`config.mk`:
```
export PLATFORM = sky130hd
export DESIGN_NAME = flac_frame_boundary_finder_flat
export DESIGN_NICKNAME = d
export VERILOG_FILES = /design/src/rtl/ffbf_pkg.sv /design/src/rtl/ffbf_byte_if.sv /design/src/rtl/ffbf_event_if.sv /design/src/rtl/flac_frame_boundary_finder.sv /design/src/rtl/ffbf_hdr_check.sv /design/src/rtl/ffbf_core.sv /design/src/flat_wrapper.sv
export SDC_FILE = /design/constraint.sdc
export NUM_CORES = 1
export LEC_CHECK = 0
export BUFFER_PORTS_ARGS = -buffer_cell sky130_fd_sc_hd__buf_2
export CAP_MARGIN = 20
export CORE_ASPECT_RATIO = 0.9
export CORE_MARGIN = 1.5
export CORE_UTILIZATION = 60
export CTS_CLUSTER_DIAMETER = 150
export DETAILED_ROUTE_END_ITERATION = 8
export HOLD_SLACK_MARGIN = 0.08
export PLACE_DENSITY = 0.87
export SYNTH_ARGS = -nofsm -noshare
export SYNTH_HDL_FRONTEND = slang
export SYNTH_HIERARCHICAL = 1
export SYNTH_SLANG_ARGS = --single-unit
```
`constraint.sdc`:
```
create_clock -name clk -period 16.78 [get_ports clk]
set_clock_uncertainty 0.15 [all_clocks]
set_input_delay 5.034 -clock clk [delete_from_list [all_inputs] [get_ports clk]]
set_output_delay 5.034 -clock clk [all_outputs]
set_load 0.01 [all_outputs]
```
`src/rtl/ffbf_pkg.sv`:
```
// ----------------------------------------------------------------------------
// FLAC frame boundary finder package
// Shared types, constants and header decode tables of the frame finder.
// ----------------------------------------------------------------------------
package ffbf_pkg;

    localparam int FRAME_OFFSET_W = 32;
    localparam int FRAME_LEN_W    = 24;
    localparam int CFG_IDX_W      = 2;
    localparam int CFG_DATA_W     = 24;

    localparam logic [FRAME_LEN_W-1:0] LEN_MAX = 24'hFF_FFFF;

    localparam logic [15:0] SYNC_MASK = 16'hFFFE;
    localparam logic [15:0] SYNC_WORD = 16'hFFF8;

    localparam logic EV_FRAME    = 1'b0;
    localparam logic EV_CHAN_ERR = 1'b1;

    localparam logic [CFG_IDX_W-1:0] CFG_BLOCK_SIZE  = 2'd0;
    localparam logic [CFG_IDX_W-1:0] CFG_SAMPLE_RATE = 2'd1;
    localparam logic [CFG_IDX_W-1:0] CFG_MIN_FRAME   = 2'd2;
    localparam logic [CFG_IDX_W-1:0] CFG_CHANNELS    = 2'd3;

    localparam logic [15:0] RST_BLOCK_SIZE  = 16'd4096;
    localparam logic [17:0] RST_SAMPLE_RATE = 18'd44100;
    localparam logic [23:0] RST_MIN_FRAME   = 24'd0;
    localparam logic [3:0]  RST_CHANNELS    = 4'd2;

    typedef enum logic [2:0] {
        PH_HUNT,
        PH_RATE,
        PH_CHAN,
        PH_NUM1,
        PH_NUMN,
        PH_CRC,
        PH_SEEK,
        PH_VERIFY
    } phase_t;

    typedef struct packed {
        logic       hdr_ok;
        logic       chan_ok;
        logic [2:0] num_extra;
    } hdr_flags_t;

    typedef struct packed {
        logic                      emit;
        logic                      event_kind;
        logic [FRAME_OFFSET_W-1:0] frame_offset;
        logic [FRAME_LEN_W-1:0]    frame_length;
    } result_t;

    function automatic logic [15:0] block_size_decode(input logic [3:0] code);
        logic [15:0] bs;
        unique case (code)
            4'd1:    bs = 16'd192;
            4'd2:    bs = 16'd576;
            4'd3:    bs = 16'd1152;
            4'd4:    bs = 16'd2304;
            4'd5:    bs = 16'd4608;
            4'd8:    bs = 16'd256;
            4'd9:    bs = 16'd512;
            4'd10:   bs = 16'd1024;
            4'd11:   bs = 16'd2048;
            4'd12:   bs = 16'd4096;
            4'd13:   bs = 16'd8192;
            4'd14:   bs = 16'd16384;
            4'd15:   bs = 16'd32768;
            default: bs = 16'd0;
        endcase
        return bs;
    endfunction

    function automatic logic [17:0] sample_rate_decode(input logic [3:0] code);
        logic [17:0] sr;
        unique case (code)
            4'd1:    sr = 18'd88200;
            4'd2:    sr = 18'd176400;
            4'd3:    sr = 18'd192000;
            4'd4:    sr = 18'd8000;
            4'd5:    sr = 18'd16000;
            4'd6:    sr = 18'd22050;
            4'd7:    sr = 18'd24000;
            4'd8:    sr = 18'd32000;
            4'd9:    sr = 18'd44100;
            4'd10:   sr = 18'd48000;
            4'd11:   sr = 18'd96000;
            default: sr = 18'd0;
        endcase
        return sr;
    endfunction

    // Number of bytes that follow the first byte of the coded frame number.
    function automatic logic [2:0] coded_extra(input logic [7:0] b);
        logic [2:0] n;
        unique casez (b)
            8'b110?????: n = 3'd1;
            8'b1110????: n = 3'd2;
            8'b11110???: n = 3'd3;
            8'b111110??: n = 3'd4;
            8'b1111110?: n = 3'd5;
            8'b11111110: n = 3'd6;
            8'b11111111: n = 3'd7;
            default:     n = 3'd0;
        endcase
        return n;
    endfunction

endpackage

```
`src/rtl/ffbf_byte_if.sv`:
```
// ----------------------------------------------------------------------------
// FLAC frame finder byte channel
// Valid/ready channel that carries one stream byte and its end marker.
// ----------------------------------------------------------------------------
interface ffbf_byte_if;
    logic       valid;
    logic       ready;
    logic [7:0] data_byte;
    logic       last_byte;

    modport source (output valid, output data_byte, output last_byte, input ready);
    modport sink (input valid, input data_byte, input last_byte, output ready);
endinterface

```
`src/rtl/ffbf_event_if.sv`:
```
// ----------------------------------------------------------------------------
// FLAC frame finder event channel
// Valid/ready channel that carries one frame or error event.
// ----------------------------------------------------------------------------
interface ffbf_event_if;
    import ffbf_pkg::*;

    logic                      valid;
    logic                      ready;
    logic                      event_kind;
    logic [FRAME_OFFSET_W-1:0] frame_offset;
    logic [FRAME_LEN_W-1:0]    frame_length;

    modport source (output valid, output event_kind, output frame_offset,
                    output frame_length, input ready);
    modport sink (input valid, input event_kind, input frame_offset,
                  input frame_length, output ready);
endinterface

```
`src/rtl/flac_frame_boundary_finder.sv`:
```
// ----------------------------------------------------------------------------
// FLAC frame boundary finder
// Scans a FLAC byte stream and reports frame start offsets, lengths and channel errors.
// ----------------------------------------------------------------------------
// The block takes one byte per clock cycle and keeps that rate indefinitely
// as long as events are taken. Each accepted byte is held in an input
// register, decided combinationally by the header checker and parser core,
// and any resulting event is placed in an output register, from which it is
// shown; a held event that is not taken delays this step. While a held
// event is not taken, the byte in the input register waits and the byte
// side stalls, whether or not that byte would produce an event. There is no
// memory and no start-up sweep.
// Configuration must be written while no word is in flight.
module flac_frame_boundary_finder #(
    parameter int OFFSET_BITS = 32
) (
    input  logic                               clk,
    input  logic                               rst_n,
    ffbf_byte_if.sink                          byte_stream,
    ffbf_event_if.source                       frame_events,
    input  logic                               cfg_we,
    input  logic [ffbf_pkg::CFG_IDX_W-1:0]     cfg_index,
    input  logic [ffbf_pkg::CFG_DATA_W-1:0]    cfg_data
);
    import ffbf_pkg::*;

    logic        in_valid_reg, in_valid_next;
    logic [7:0]  in_byte_reg;
    logic        in_last_reg;
    logic        out_valid_reg, out_valid_next;
    result_t     out_res_reg;

    logic [15:0] block_size_reg;
    logic [17:0] sample_rate_reg;
    logic [23:0] min_frame_reg;
    logic [3:0]  channels_reg;

    logic        accept;
    logic        fire;
    hdr_flags_t  flags;
    result_t     result;

    assign fire              = in_valid_reg && (!out_valid_reg || frame_events.ready);
    assign byte_stream.ready = !in_valid_reg || fire;
    assign accept            = byte_stream.valid && byte_stream.ready;

    assign in_valid_next  = accept ? 1'b1 : (fire ? 1'b0 : in_valid_reg);
    assign out_valid_next = fire ? result.emit
                                 : (frame_events.ready ? 1'b0 : out_valid_reg);

    ffbf_hdr_check u_hdr_check (
        .data_byte            (in_byte_reg),
        .expected_block_size  (block_size_reg),
        .expected_sample_rate (sample_rate_reg),
        .channel_count        (channels_reg),
        .flags                (flags)
    );

    ffbf_core #(
        .OFFSET_BITS (OFFSET_BITS)
    ) u_core (
        .clk       (clk),
        .rst_n     (rst_n),
        .fire      (fire),
        .data_byte (in_byte_reg),
        .last_byte (in_last_reg),
        .min_gap   (min_frame_reg),
        .flags     (flags),
        .result    (result)
    );

    always_ff @(posedge clk or negedge rst_n)
    begin
        if (!rst_n)
        begin
            in_valid_reg  <= 1'b0;
            out_valid_reg <= 1'b0;
        end
        else
        begin
            in_valid_reg  <= in_valid_next;
            out_valid_reg <= out_valid_next;
        end
    end

    always_ff @(posedge clk)
    begin
        if (accept)
        begin
            in_byte_reg <= byte_stream.data_byte;
            in_last_reg <= byte_stream.last_byte;
        end
        if (fire && result.emit)
        begin
            out_res_reg <= result;
        end
    end

    always_ff @(posedge clk or negedge rst_n)
    begin
        if (!rst_n)
        begin
            block_size_reg  <= RST_BLOCK_SIZE;
            sample_rate_reg <= RST_SAMPLE_RATE;
            min_frame_reg   <= RST_MIN_FRAME;
            channels_reg    <= RST_CHANNELS;
        end
        else if (cfg_we)
        begin
            unique case (cfg_index)
                CFG_BLOCK_SIZE:  block_size_reg  <= cfg_data[15:0];
                CFG_SAMPLE_RATE: sample_rate_reg <= cfg_data[17:0];
                CFG_MIN_FRAME:   min_frame_reg   <= cfg_data[23:0];
                CFG_CHANNELS:    channels_reg    <= cfg_data[3:0];
                default:
                begin
                end
            endcase
        end
    end

    assign frame_events.valid        = out_valid_reg;
    assign frame_events.event_kind   = out_res_reg.event_kind;
    assign frame_events.frame_offset = out_res_reg.frame_offset;
    assign frame_events.frame_length = out_res_reg.frame_length;
endmodule

```
`src/rtl/ffbf_hdr_check.sv`:
```
// ----------------------------------------------------------------------------
// FLAC frame header byte checker
// Decodes one byte as rate byte, channel byte and coded number head.
// ----------------------------------------------------------------------------
module ffbf_hdr_check (
    input  logic [7:0]           data_byte,
    input  logic [15:0]          expected_block_size,
    input  logic [17:0]          expected_sample_rate,
    input  logic [3:0]           channel_count,
    output ffbf_pkg::hdr_flags_t flags
);
    import ffbf_pkg::*;

    logic [15:0] bs;
    logic [17:0] sr;
    logic [3:0]  ch;

    assign bs = block_size_decode(data_byte[7:4]);
    assign sr = sample_rate_decode(data_byte[3:0]);

    // Channel codes above seven count as a stereo layout.
    assign ch = data_byte[7] ? 4'd2 : ({1'b0, data_byte[6:4]} + 4'd1);

    assign flags.hdr_ok    = (bs != 16'd0) && (sr != 18'd0)
                           && (bs == expected_block_size)
                           && (sr == expected_sample_rate);
    assign flags.chan_ok   = (ch == channel_count);
    assign flags.num_extra = coded_extra(data_byte);
endmodule

```
`src/rtl/ffbf_core.sv`:
```
// ----------------------------------------------------------------------------
// FLAC frame finder parser core
// Holds the stream state and decides each byte combinationally.
// ----------------------------------------------------------------------------
module ffbf_core #(
    parameter int OFFSET_BITS = 32
) (
    input  logic                 clk,
    input  logic                 rst_n,
    input  logic                 fire,
    input  logic [7:0]           data_byte,
    input  logic                 last_byte,
    input  logic [23:0]          min_gap,
    input  ffbf_pkg::hdr_flags_t flags,
    output ffbf_pkg::result_t    result
);
    import ffbf_pkg::*;

    localparam int CMP_W = (OFFSET_BITS > 24) ? OFFSET_BITS : 24;

    phase_t                 phase_reg, phase_next;
    logic [7:0]             prev_byte_reg, prev_byte_next;
    logic [OFFSET_BITS-1:0] pos_reg, pos_next;
    logic [OFFSET_BITS-1:0] start_reg, start_next;
    logic [OFFSET_BITS-1:0] cand_reg, cand_next;
    logic [2:0]             remain_reg, remain_next;

    logic                   is_sync;
    logic [OFFSET_BITS-1:0] pair_pos;
    logic [OFFSET_BITS-1:0] pos_inc;
    logic [OFFSET_BITS-1:0] dist_pair;
    logic [OFFSET_BITS-1:0] dist_end;
    logic [OFFSET_BITS-1:0] dist_cand;
    logic [OFFSET_BITS-1:0] len_sel;
    logic [63:0]            len_wide;
    logic [63:0]            start_wide;
    logic [2:0]             remain_dec;
    logic                   far_enough;
    logic                   res_emit;
    logic                   res_kind;

    assign is_sync    = (({prev_byte_reg, data_byte} & SYNC_MASK) == SYNC_WORD);
    assign pair_pos   = pos_reg - OFFSET_BITS'(1);
    assign pos_inc    = pos_reg + OFFSET_BITS'(1);
    assign dist_pair  = pair_pos - start_reg;
    assign dist_end   = pos_inc - start_reg;
    assign dist_cand  = cand_reg - start_reg;
    assign far_enough = CMP_W'(dist_pair) >= CMP_W'(min_gap);
    assign remain_dec = remain_reg - 3'd1;
    assign start_wide = 64'(start_reg);

    always_comb
    begin
        phase_next = phase_reg;
        unique case (phase_reg)
            PH_HUNT:
            begin
                if (is_sync)
                begin
                    phase_next = PH_RATE;
                end
            end
            PH_RATE:   phase_next = flags.hdr_ok ? PH_CHAN : PH_HUNT;
            PH_CHAN:   phase_next = flags.chan_ok ? PH_NUM1 : PH_HUNT;
            PH_NUM1:   phase_next = (flags.num_extra != 3'd0) ? PH_NUMN : PH_CRC;
            PH_NUMN:
            begin
                if (remain_dec == 3'd0)
                begin
                    phase_next = PH_CRC;
                end
            end
            PH_CRC:    phase_next = PH_SEEK;
            PH_SEEK:
            begin
                if (is_sync && !last_byte && far_enough)
                begin
                    phase_next = PH_VERIFY;
                end
            end
            PH_VERIFY: phase_next = flags.hdr_ok ? PH_CHAN : PH_SEEK;
            default:   phase_next = PH_HUNT;
        endcase
        if (last_byte)
        begin
            phase_next = PH_HUNT;
        end
    end

    always_comb
    begin
        prev_byte_next = data_byte;
        pos_next       = pos_inc;
        start_next     = start_reg;
        cand_next      = cand_reg;
        remain_next    = remain_reg;
        res_emit       = 1'b0;
        res_kind       = EV_FRAME;
        len_sel        = dist_end;
        unique case (phase_reg)
            PH_HUNT:
            begin
                if (is_sync)
                begin
                    cand_next = pair_pos;
                end
            end
            PH_RATE:
            begin
                if (flags.hdr_ok)
                begin
                    start_next = cand_reg;
                end
            end
            PH_CHAN:
            begin
                if (!flags.chan_ok)
                begin
                    res_emit = 1'b1;
                    res_kind = EV_CHAN_ERR;
                end
            end
            PH_NUM1:   remain_next = flags.num_extra;
            PH_NUMN:   remain_next = remain_dec;
            PH_CRC:    prev_byte_next = 8'd0;
            PH_SEEK:
            begin
                if (is_sync)
                begin
                    if (last_byte)
                    begin
                        res_emit = 1'b1;
                        len_sel  = dist_pair;
                    end
                    else if (far_enough)
                    begin
                        cand_next = pair_pos;
                    end
                end
                else if (last_byte)
                begin
                    res_emit = 1'b1;
                end
            end
            PH_VERIFY:
            begin
                if (flags.hdr_ok)
                begin
                    res_emit   = 1'b1;
                    len_sel    = dist_cand;
                    start_next = cand_reg;
                end
                else if (last_byte)
                begin
                    res_emit = 1'b1;
                end
            end
            default:
            begin
            end
        endcase
        if (last_byte)
        begin
            prev_byte_next = 8'd0;
            pos_next       = '0;
            start_next     = '0;
            cand_next      = '0;
            remain_next    = 3'd0;
        end
    end

    assign len_wide            = 64'(len_sel);
    assign result.emit         = res_emit;
    assign result.event_kind   = res_kind;
    assign result.frame_offset = start_wide[FRAME_OFFSET_W-1:0];
    assign result.frame_length = (res_kind == EV_CHAN_ERR) ? '0 :
                                 ((|len_wide[63:FRAME_LEN_W]) ? LEN_MAX
                                                              : len_wide[FRAME_LEN_W-1:0]);

    always_ff @(posedge clk or negedge rst_n)
    begin
        if (!rst_n)
        begin
            phase_reg     <= PH_HUNT;
            prev_byte_reg <= 8'd0;
            pos_reg       <= '0;
            start_reg     <= '0;
            cand_reg      <= '0;
            remain_reg    <= 3'd0;
        end
        else if (fire)
        begin
            phase_reg     <= phase_next;
            prev_byte_reg <= prev_byte_next;
            pos_reg       <= pos_next;
            start_reg     <= start_next;
            cand_reg      <= cand_next;
            remain_reg    <= remain_next;
        end
    end
endmodule

```
`src/flat_wrapper.sv`:
```
// flat-port wrapper written by rule: the top's interface ports become plain ports
module flac_frame_boundary_finder_flat import ffbf_pkg::*;
#(
    parameter int OFFSET_BITS = 32
)
  (clk, rst_n, cfg_we, cfg_index, cfg_data, byte_stream_valid, byte_stream_data_byte, byte_stream_last_byte, byte_stream_ready, frame_events_valid, frame_events_event_kind, frame_events_frame_offset, frame_events_frame_length, frame_events_ready);
  ffbf_byte_if byte_stream_i ();
  ffbf_event_if frame_events_i ();
  input  logic clk;
  input  logic rst_n;
  input  logic cfg_we;
  input  logic [ffbf_pkg::CFG_IDX_W-1:0] cfg_index;
  input  logic [ffbf_pkg::CFG_DATA_W-1:0] cfg_data;
  input wire logic [$bits(byte_stream_i.valid)-1:0] byte_stream_valid;
  input wire logic [$bits(byte_stream_i.data_byte)-1:0] byte_stream_data_byte;
  input wire logic [$bits(byte_stream_i.last_byte)-1:0] byte_stream_last_byte;
  output wire logic [$bits(byte_stream_i.ready)-1:0] byte_stream_ready;
  output wire logic [$bits(frame_events_i.valid)-1:0] frame_events_valid;
  output wire logic [$bits(frame_events_i.event_kind)-1:0] frame_events_event_kind;
  output wire logic [$bits(frame_events_i.frame_offset)-1:0] frame_events_frame_offset;
  output wire logic [$bits(frame_events_i.frame_length)-1:0] frame_events_frame_length;
  input wire logic [$bits(frame_events_i.ready)-1:0] frame_events_ready;
  assign byte_stream_i.valid = byte_stream_valid;
  assign byte_stream_i.data_byte = byte_stream_data_byte;
  assign byte_stream_i.last_byte = byte_stream_last_byte;
  assign byte_stream_ready = byte_stream_i.ready;
  assign frame_events_valid = frame_events_i.valid;
  assign frame_events_event_kind = frame_events_i.event_kind;
  assign frame_events_frame_offset = frame_events_i.frame_offset;
  assign frame_events_frame_length = frame_events_i.frame_length;
  assign frame_events_i.ready = frame_events_ready;
  flac_frame_boundary_finder #(.OFFSET_BITS(OFFSET_BITS)) u_core (.clk(clk), .rst_n(rst_n), .byte_stream(byte_stream_i), .frame_events(frame_events_i), .cfg_we(cfg_we), .cfg_index(cfg_index), .cfg_data(cfg_data));
endmodule
```
## Word-level counts from Yosys, hierarchy flattened

Memories as Yosys holds them, arrays and structs flattened. A register that Yosys moved wholly into a read port is not among the register bits.
Index checks and enable logic that the tools add are counted.

- Register bits after elaboration: 240
- Memory bits (read-only): 432
- Bits of input ports: 40
- Output and inout port bits: 59
- Word-level logic and storage cells: 128
- Memories: 2

- Add/sub/neg operators: 7
- $lt $le $gt $ge: 1
- Eq/ne operators: 26
- Mux-type cells: 40
- Reductions and logical operators: 35

Memory list:

| memory | words | width | read ports | clocked after memory_dff | write ports | line | source |
|---|---|---|---|---|---|---|---|
| (no name shown) | 16 | 17 | 1 | 1 | 0 | ffbf_pkg.sv:77 | `unique case (code)` |
| (no name shown) | 16 | 10 | 1 | 1 | 0 | ffbf_pkg.sv:56 | `unique case (code)` |

Operators with widths:

| kind | count |
|---|---|
| two-way mux 32 bit | 11 |
| one-hot mux 32 bit (2 select lines) | 2 |
| subtractor 32 bit | 3 |
| adder 32 x 1 -> 32 bit, second input constant | 1 |
| >= comparator 32 x 24 -> 1 bit | 1 |
| subtractor 32 x 1 -> 32 bit, second input constant | 1 |
| two-way mux 24 bit | 1 |
| one-hot mux 3 bit (8 select lines) | 1 |
| one-hot mux 3 bit (7 select lines) | 1 |
| == test 18 bit | 1 |
| two-way mux 3 bit | 6 |
| nonzero test 18 bit | 1 |
| == test 16 bit | 1 |
| == test 8 bit, second input constant | 2 |
| two-way mux 8 bit | 2 |
| nonzero test 16 bit | 1 |
| == test 15 bit, second input constant | 1 |
| == test 3 bit, second input constant | 5 |
| inequality test 3 x 2 -> 1 bit, second input constant | 5 |
| two-way mux 4 bit | 3 |
| AND reduction 2 bit | 5 |
| two-way mux 1 bit | 9 |
| nonzero test 3 bit | 3 |
| logical AND 1 bit | 8 |
| other kinds (24) | 34 |

## Depth between registers and ports, before layout

Gate-level depths: netlist of run 1.

- Depth after elaboration: 8
- Mapped depth: 24
- Depth with buffers taken out: 22

## Cells and area by module

Netlist of run 1, hierarchy kept.

By module, submodules not included:

| module | instances | cells an instance | area an instance (µm²) | sequential area each (µm²) |
|---|---|---|---|---|
| ffbf_core | 1 | 1652 | 12674.7 | 2752.6 |
| flac_frame_boundary_finder | 1 | 208 | 4438.0 | 3593.4 |
| ffbf_hdr_check | 1 | 193 | 1285.0 | 0.0 |

## Least setup slack after synthesis of run 1

Ideal clock, no wire load.

- Path kind: input-to-output
- Start point: in frame_events_ready
- End point: out byte_stream_ready
- Arrival: 5.243 ns
- Data required time: 11.596 ns
- Slack: 6.353 ns
- Stages: 1
- Buffers on the path: 0
- Cell sequence: nand3b_1

- Longest elaborated chain between the ends: 3

Ends and longest elaborated chain:

| what | line | source |
|---|---|---|
| start, declared | flat_wrapper.sv:22 | `input wire logic [$bits(frame_events_i.ready)-1:0] frame_events_ready;` |
| logical OR 1 bit | flac_frame_boundary_finder.sv:43 | `assign fire = in_valid_reg && (!out_valid_reg \|\| frame_events.ready);` |
| logical AND 1 bit | flac_frame_boundary_finder.sv:43 |  |
| logical OR 1 bit | flac_frame_boundary_finder.sv:44 | `assign byte_stream.ready = !in_valid_reg \|\| fire;` |
| end, declared | flat_wrapper.sv:17 | `output wire logic [$bits(byte_stream_i.ready)-1:0] byte_stream_ready;` |

No other way between the ends.

## Worst setup path after layout of run 1

Same ends and word-level chain as after synthesis.

==> impl_results.md, run 1 <==
* Clk sinks at 240
* Max Clock Freq at 93.8 MHz
* CTS clk-pin slew, worst paths at 0.06 ns
* Total track usage at 34.5%
* Crit. End Element: output port
* PD cells at 219 mW/mm^2
* P_leak at 8.68 nW
* Count leader, synth: nand2_1
* Post-synthesis cell type count at 86
* Synth Register Bits at 240
* Tot Pwr at 4.36 mW
* Final critical-path share of the clock period at 63.6%
* Non-filler cells, final at 2509
* Cells after DPL at 2463
* Post-CTS Resized at 0
* Max VDD drop at 102 uV
* Hold Crit Class: reg2reg
* Worst-Skew Late Latency at 0.55 ns
* Ys Warns at 6
* Final ANT Viol Nets at 0
* Initial Util at 61.3%
* Crit-path max FO at 3
* Hold slack at 0.319 ns
* Status: finished, final reports clean
* Via density per instance at 6.60
* Vias in the first global route at 15500
* Num CTS Buffers at 25
* Avg WL per Cell at 22.1 microns
* Syn_nets at 2228
* Post-CTS Setup Inserts at 0
* Initial antenna violation count at 0
* Worst setup path class: in2out
* DR pass1 iterations at 9
* Drt initial violations at 2218
* Largest net degree at the start of global routing at 99
* Setup WS post-layout at 6.11 ns
* Slew Viols, Final at 0
* Post-synth EDFFs at 66
* Grt ovf at 0
* WP data required at 11.60 ns
* Synth top area share at 22.6%
* Post-DP Area at 0.0190 sq mm
* Routability cong. at 1.01
* Hold_buf cts at 0
* Fin. Hold Viols at 0
* Crit path launch type: input pin
* Setup WS pre-CTS at 6.11 ns
* Die area at 0.0317 sq mm
* I/O pins at 99
* Fin area at 0.0199 sq mm
* H-tree levels at 1
* Critical Path AT at 5.48 ns
* Synth area leader: dfrtp_1
* RSZ-0062 raised after global routing: no
* Max clock buf depth at 3
* Setup TNS at 0 ns
* Seq/Total Area, Yosys at 34.5%
* Core ar. at 0.0300 sq mm
* Worst R2R Setup Slack at 9.31 ns
* TritonCTS clock tree: built
* Least-Margin Pin Slew at 1.18 ns
* Core Util, Final at 66.4%
* Clk root buf: clkbuf_16
* Netlist area before placement at 0.0184 sq mm
* Final #Nets at 2263
* DR DRC count at 0
* Final setup fails at 0
* Vias at 16600
* Cells after synthesis at 2053
* First-pass GRT wire length at 86100 microns
* Die Height at 169 microns
* Port bufs at 98
* Final HPWL DP at 42500 microns
* MaxCap Viol Count at 0
* Layout cell share with drive strength beyond 1 at 12.9%
* Row count at 60
* Synth area leaders: dfrtp_1 23%, edfxtp_1 11%, ha_1 9.0%, xnor2_1 5.2%, a21oi_1 4.3%
* Detailed Route WL at 55500 microns
* Primary FF master, synth: dfrtp_1
* Syn_area_per_cell at 8.96 sq um
* Die X at 188 microns
* Async set-reset flop share out of synthesis at 72.5%
* Tmin final at 10.67 ns
* Synth top cells by count: 181 x nand2_1, 166 x dfrtp_1, 157 x a21oi_1
* Max_slew headroom at 20.5%
* N_diodes at 0
* Layout overhead on the synthesized area at 8.36%
==> worst max-delay path, stage by stage <==
cell and delay (ns):
buf_2 0.10, nand3b_1 0.18, buf_2 0.16
==> cell type report <==
type,count,area [sq um]
Inverter,129,484
Fill cell,2395,10100
Clock inverter,16,189
Sequential cell,240,6350
Tap cell,403,504
Timing Repair Buffer,115,644
Multi-Input combinational cell,1577,11100
Clock buffer,29,692
==> layer usage <==
layer,track usage [%],vias to the layer above,wire [microns]
met5,0,-,0
met4,9.77,0,1770
met3,6.37,145,6030
met2,52.9,996,23500
met1,50.0,7881,24200
li1,-,7542,-
==> placed cells by master, fill, tap and decap left out, types with 35 or more instances in the layout <==
cell type and count:
o21ai_0 97, edfxtp_1 66, mux2_2 66, buf_2 97, nand2b_1 55, nand2_1 181
dfrtp_1 166, ha_1 132, a31oi_1 44, a21o_1 38, inv_1 127, nor3_1 54
nand3_1 51, xor2_1 50, xnor2_1 109, nand4_1 35, a21oi_1 157, nor2_1 113
==> power breakdown <==
group	switching, mW	internal (mW)
logic	1.81	1.16
clock network	0.244	0.345
registers	0.0997	0.690
==> path summary, 6_finish.rpt <==
kind | to | cells after the start | start
max in group asynchronous | u_core/u_core/start_reg[20] | 3 | rst_n
setup / recovery | byte_stream_ready | 3 | frame_events_ready
hold / removal | u_core/frame_events.frame_offset[9] | 0 | u_core/u_core/start_reg[9]
min in group asynchronous | u_core/sample_rate_reg[14] | 1 | rst_n
hold reg to reg | u_core/frame_events.frame_offset[9] | 0 | u_core/u_core/start_reg[9]
setup reg to reg | u_core/u_core/cand_reg[3] | 19 | u_core/u_core/pos_reg[4]
==> kinds of logic (layout without fill, tap and decap cells) <==
logic type      count (synthesis)  after routing  share of synthesized area [%]
compound gates                560            560                           19.7
fa+ha+maj                     135            135                           9.30
xor+xnor                      159            159                           7.57
buf+inv                       236            289                           5.43
flops                         240            240                           34.5
mux                           108            108                           6.54
simple gates                  615            615                           16.9
Note: power is estimated with default switching activity, not from simulation.
==> run 2, diff against run 1 <==
clock period = 10.4 ns   (was 16.78 ns; I/O delays follow)
==> run 2 against run 1 <==
  * Non-clock buffer count fell by 3
  * Via count rose by 0.34%
  * Register-to-register slack got worse by 5.8 ns
  * Largest cell class unchanged
  * Highest routed layer is now met5
==> impl_results.md, run 2 (synthesis results as in run 1) <==
* Initial antenna violation count at 1 (+1)
* PD cells at 355 mW/mm^2 (+62%)
* Clk pwr share at 13.9% (+0.4 points)
* Tot Pwr at 7.07 mW (+62%)
* N_diodes at 0 (unchanged)
* Crit path launch type: register
* Die Height at 169 microns (unchanged)
* Post-CTS Resized at 0 (unchanged)
* Most frequent cells in the layout: 181 x nand2_1, 166 x dfrtp_1, 157 x a21oi_1
* CTS clk-pin slew, worst paths at 0.06 ns (about the same)
* Setup WS post-layout at 3.49 ns (-2.63 ns)
* Crit path cell chain: ha_1, nand2_1, nor3_1, nand3_1, nor3_1, nand4_1, nor3_1, nand2_1, xnor2_1, ha_1, a21oi_1, o21ai_0, a21oi_1, o21ai_0, or4_1, a311oi_1, nand4_1, a21oi_1, buf_4, a31oi_1
* Hold_buf cts at 0 (unchanged)
* Layout cell share with drive strength beyond 1 at 12.7% (-0.24 points)
* Detailed Route WL at 57000 microns (+2.6%)
* P_leak at 8.67 nW (-0.13%)
* Crit. End Element: register
* Vias in the first global route at 15600 (+0.88%)
* Avg WL per Cell at 22.7 microns (+2.6%)
* Final ANT Viol Nets at 0 (unchanged)
* Combinational share of power at 68.1% (-0.2 points)
* Worst-Skew Late Latency at 0.56 ns (about the same)
* Final HPWL DP at 43600 microns (+2.6%)
* Num CTS Buffers at 26 (+4.0%)
* Max clock buf depth at 3 (unchanged)
* DR pass1 iterations at 6 (-3)
* Met3 Use GR at 6.68% (+0.31 points)
* Int Power at 3.57 mW (+63%)
* Worst setup path class: reg2reg
* Core ar. at 0.0300 sq mm (unchanged)
* Fraction of power spent switching nets at 49.5% (-0.079 points)
* Max_slew headroom at 28.3% (+7.8 points)
* Max VDD drop at 194 uV (+90%)
* Worst R2R Setup Slack at 3.49 ns (-5.82 ns)
* Slowest cell on crit path: nor3_1
* Layout overhead on the synthesized area at 8.30% (about the same)
* Status: finished, final reports clean
* Final setup fails at 0 (unchanged)
* Commonest non-fill, non-tap cell in the layout: nand2_1
* Port bufs at 98 (unchanged)
* Total track usage at 35.4% (+0.88 points)
* Psw at 3.50 mW (+62%)
* Via density per instance at 6.62 (+0.34%)
* Drt initial violations at 1927 (-13%)
* Setup TNS at 0 ns (unchanged)
* Setup WS pre-CTS at 3.58 ns (-2.54 ns)
* Largest net degree at the start of global routing at 102 (+3.0%)
* TritonCTS clock tree: built
* Die area at 0.0317 sq mm (unchanged)
* I/O pins at 99 (unchanged)
* Met1 usage at 50.6% (+0.66 points)
* MaxCap Viol Count at 0 (unchanged)
* Final #Nets at 2261 (-0.088%)
* WP data required at 10.50 ns (-1.10 ns)
* Vias at 16600 (+0.34%)
* Hold Crit Class: reg2reg
* Crit-path max FO at 23 (+20)
* Clk sinks at 240 (unchanged)
* Initial Util at 61.3% (unchanged)
* Routability cong. at 0.983 (-2.7%)
* Post-DP Area at 0.0190 sq mm (about the same)
* Final critical-path share of the clock period at 66.5%
* RSZ-0062 raised after global routing: no
* DR DRC count at 0 (unchanged)
* Tmin final at 6.91 ns
* Met2 Usage GRT at 55.1% (+2.1 points)
* Clk root buf: clkbuf_16
* First-pass GRT wire length at 87800 microns (+2.0%)
* H-tree levels at 1 (unchanged)
* Max Clock Freq at 145 MHz
* Busiest grt layer: met2
* Post-CTS Setup Inserts at 0 (unchanged)
* Least-Margin Pin Slew at 1.06 ns (-0.115 ns)
* Critical Path AT at 7.01 ns (+1.53 ns)
* Row count at 60 (unchanged)
* Share of power burned in registers at 18.0% (about the same)
* Fin area at 0.0199 sq mm (about the same)
* Slew Viols, Final at 0 (unchanged)
* Worst path max stage delay at 0.70 ns (+0.52 ns)
* Grt ovf at 0 (unchanged)
* Core Util, Final at 66.4% (about the same)
* Fin. Hold Viols at 0 (unchanged)
* Die X at 188 microns (unchanged)
-- run 2: cell types whose count changed in the layout (fill, tap and decap cells not counted), sizes merged --
cell / delta
clkinv: -1
inv: -2
bufinv: +1
buf: -3
clkbuf: +5
-- run 2: path summary, 6_finish.rpt --
path | startpoint | endpoint | cells past startpoint
worst max-delay path | u_core/u_core/pos_reg[0] | u_core/frame_events.frame_length[14] | 20
worst min-delay path | u_core/u_core/start_reg[29] | u_core/frame_events.frame_offset[29] | 0
worst max register to register | u_core/u_core/pos_reg[0] | u_core/frame_events.frame_length[14] | 20
worst min register to register | u_core/u_core/start_reg[29] | u_core/frame_events.frame_offset[29] | 0
max in group asynchronous | rst_n | u_core/u_core/cand_reg[15] | 2
min in group asynchronous | rst_n | u_core/sample_rate_reg[14] | 1
-- run 2: stage by stage --
stage	hold WS (ns)	cells
final	0.319	2509
after detailed placement	0.306	2461
after global placement	0.306	2461
after floorplan	0.296	2053
after CTS	0.318	2509
after global routing	0.345	2509
-- run 2: routing by layer --
| layer | vias to the layer above | wire (microns) | part of all wire (%) |
|---|---|---|---|
| met1 | 8033 | 24800 | 44 |
| met2 | 929 | 24700 | 43 |
| met3 | 119 | 5830 | 10 |
| li1 | 7537 | - | - |
| met4 | 2 | 1660 | 2.9 |
| met5 | - | 10 | 0.018 |
-- run 2: final cells by class --
type | instances | area [sq um]
Sequential cell | 240 | 6350
Timing Repair Buffer | 112 | 602
Multi-Input combinational cell | 1577 | 11100
Tap cell | 403 | 504
Clock inverter | 14 | 191
Clock buffer | 34 | 722
Inverter | 129 | 484
Fill cell | 2406 | 10100
-- run 2: worst max-delay path, delay by kind of cell (launching register included) --
kind	cells	cell delay (ns)
buffers and inverters	1	0.33
xor gates and xnor gates	1	0.27
adders and majority gates	2	0.66
and+or+nand+nor	9	3.43
AOI/OAI and AO/OA	7	1.22
DFF	1	0.54
-- run 2: power by group through the flow --
stage	logic, mW	clock network, mW	registers [mW]
3_5_place_dp	4.59	0	1.28
6_report	4.81	0.980	1.27
3_3_place_gp	4.51	0	1.27
2_1_floorplan	3.46	0	1.20
5_1_grt	5.16	1.03	1.29
4_1_cts	4.64	0.993	1.27
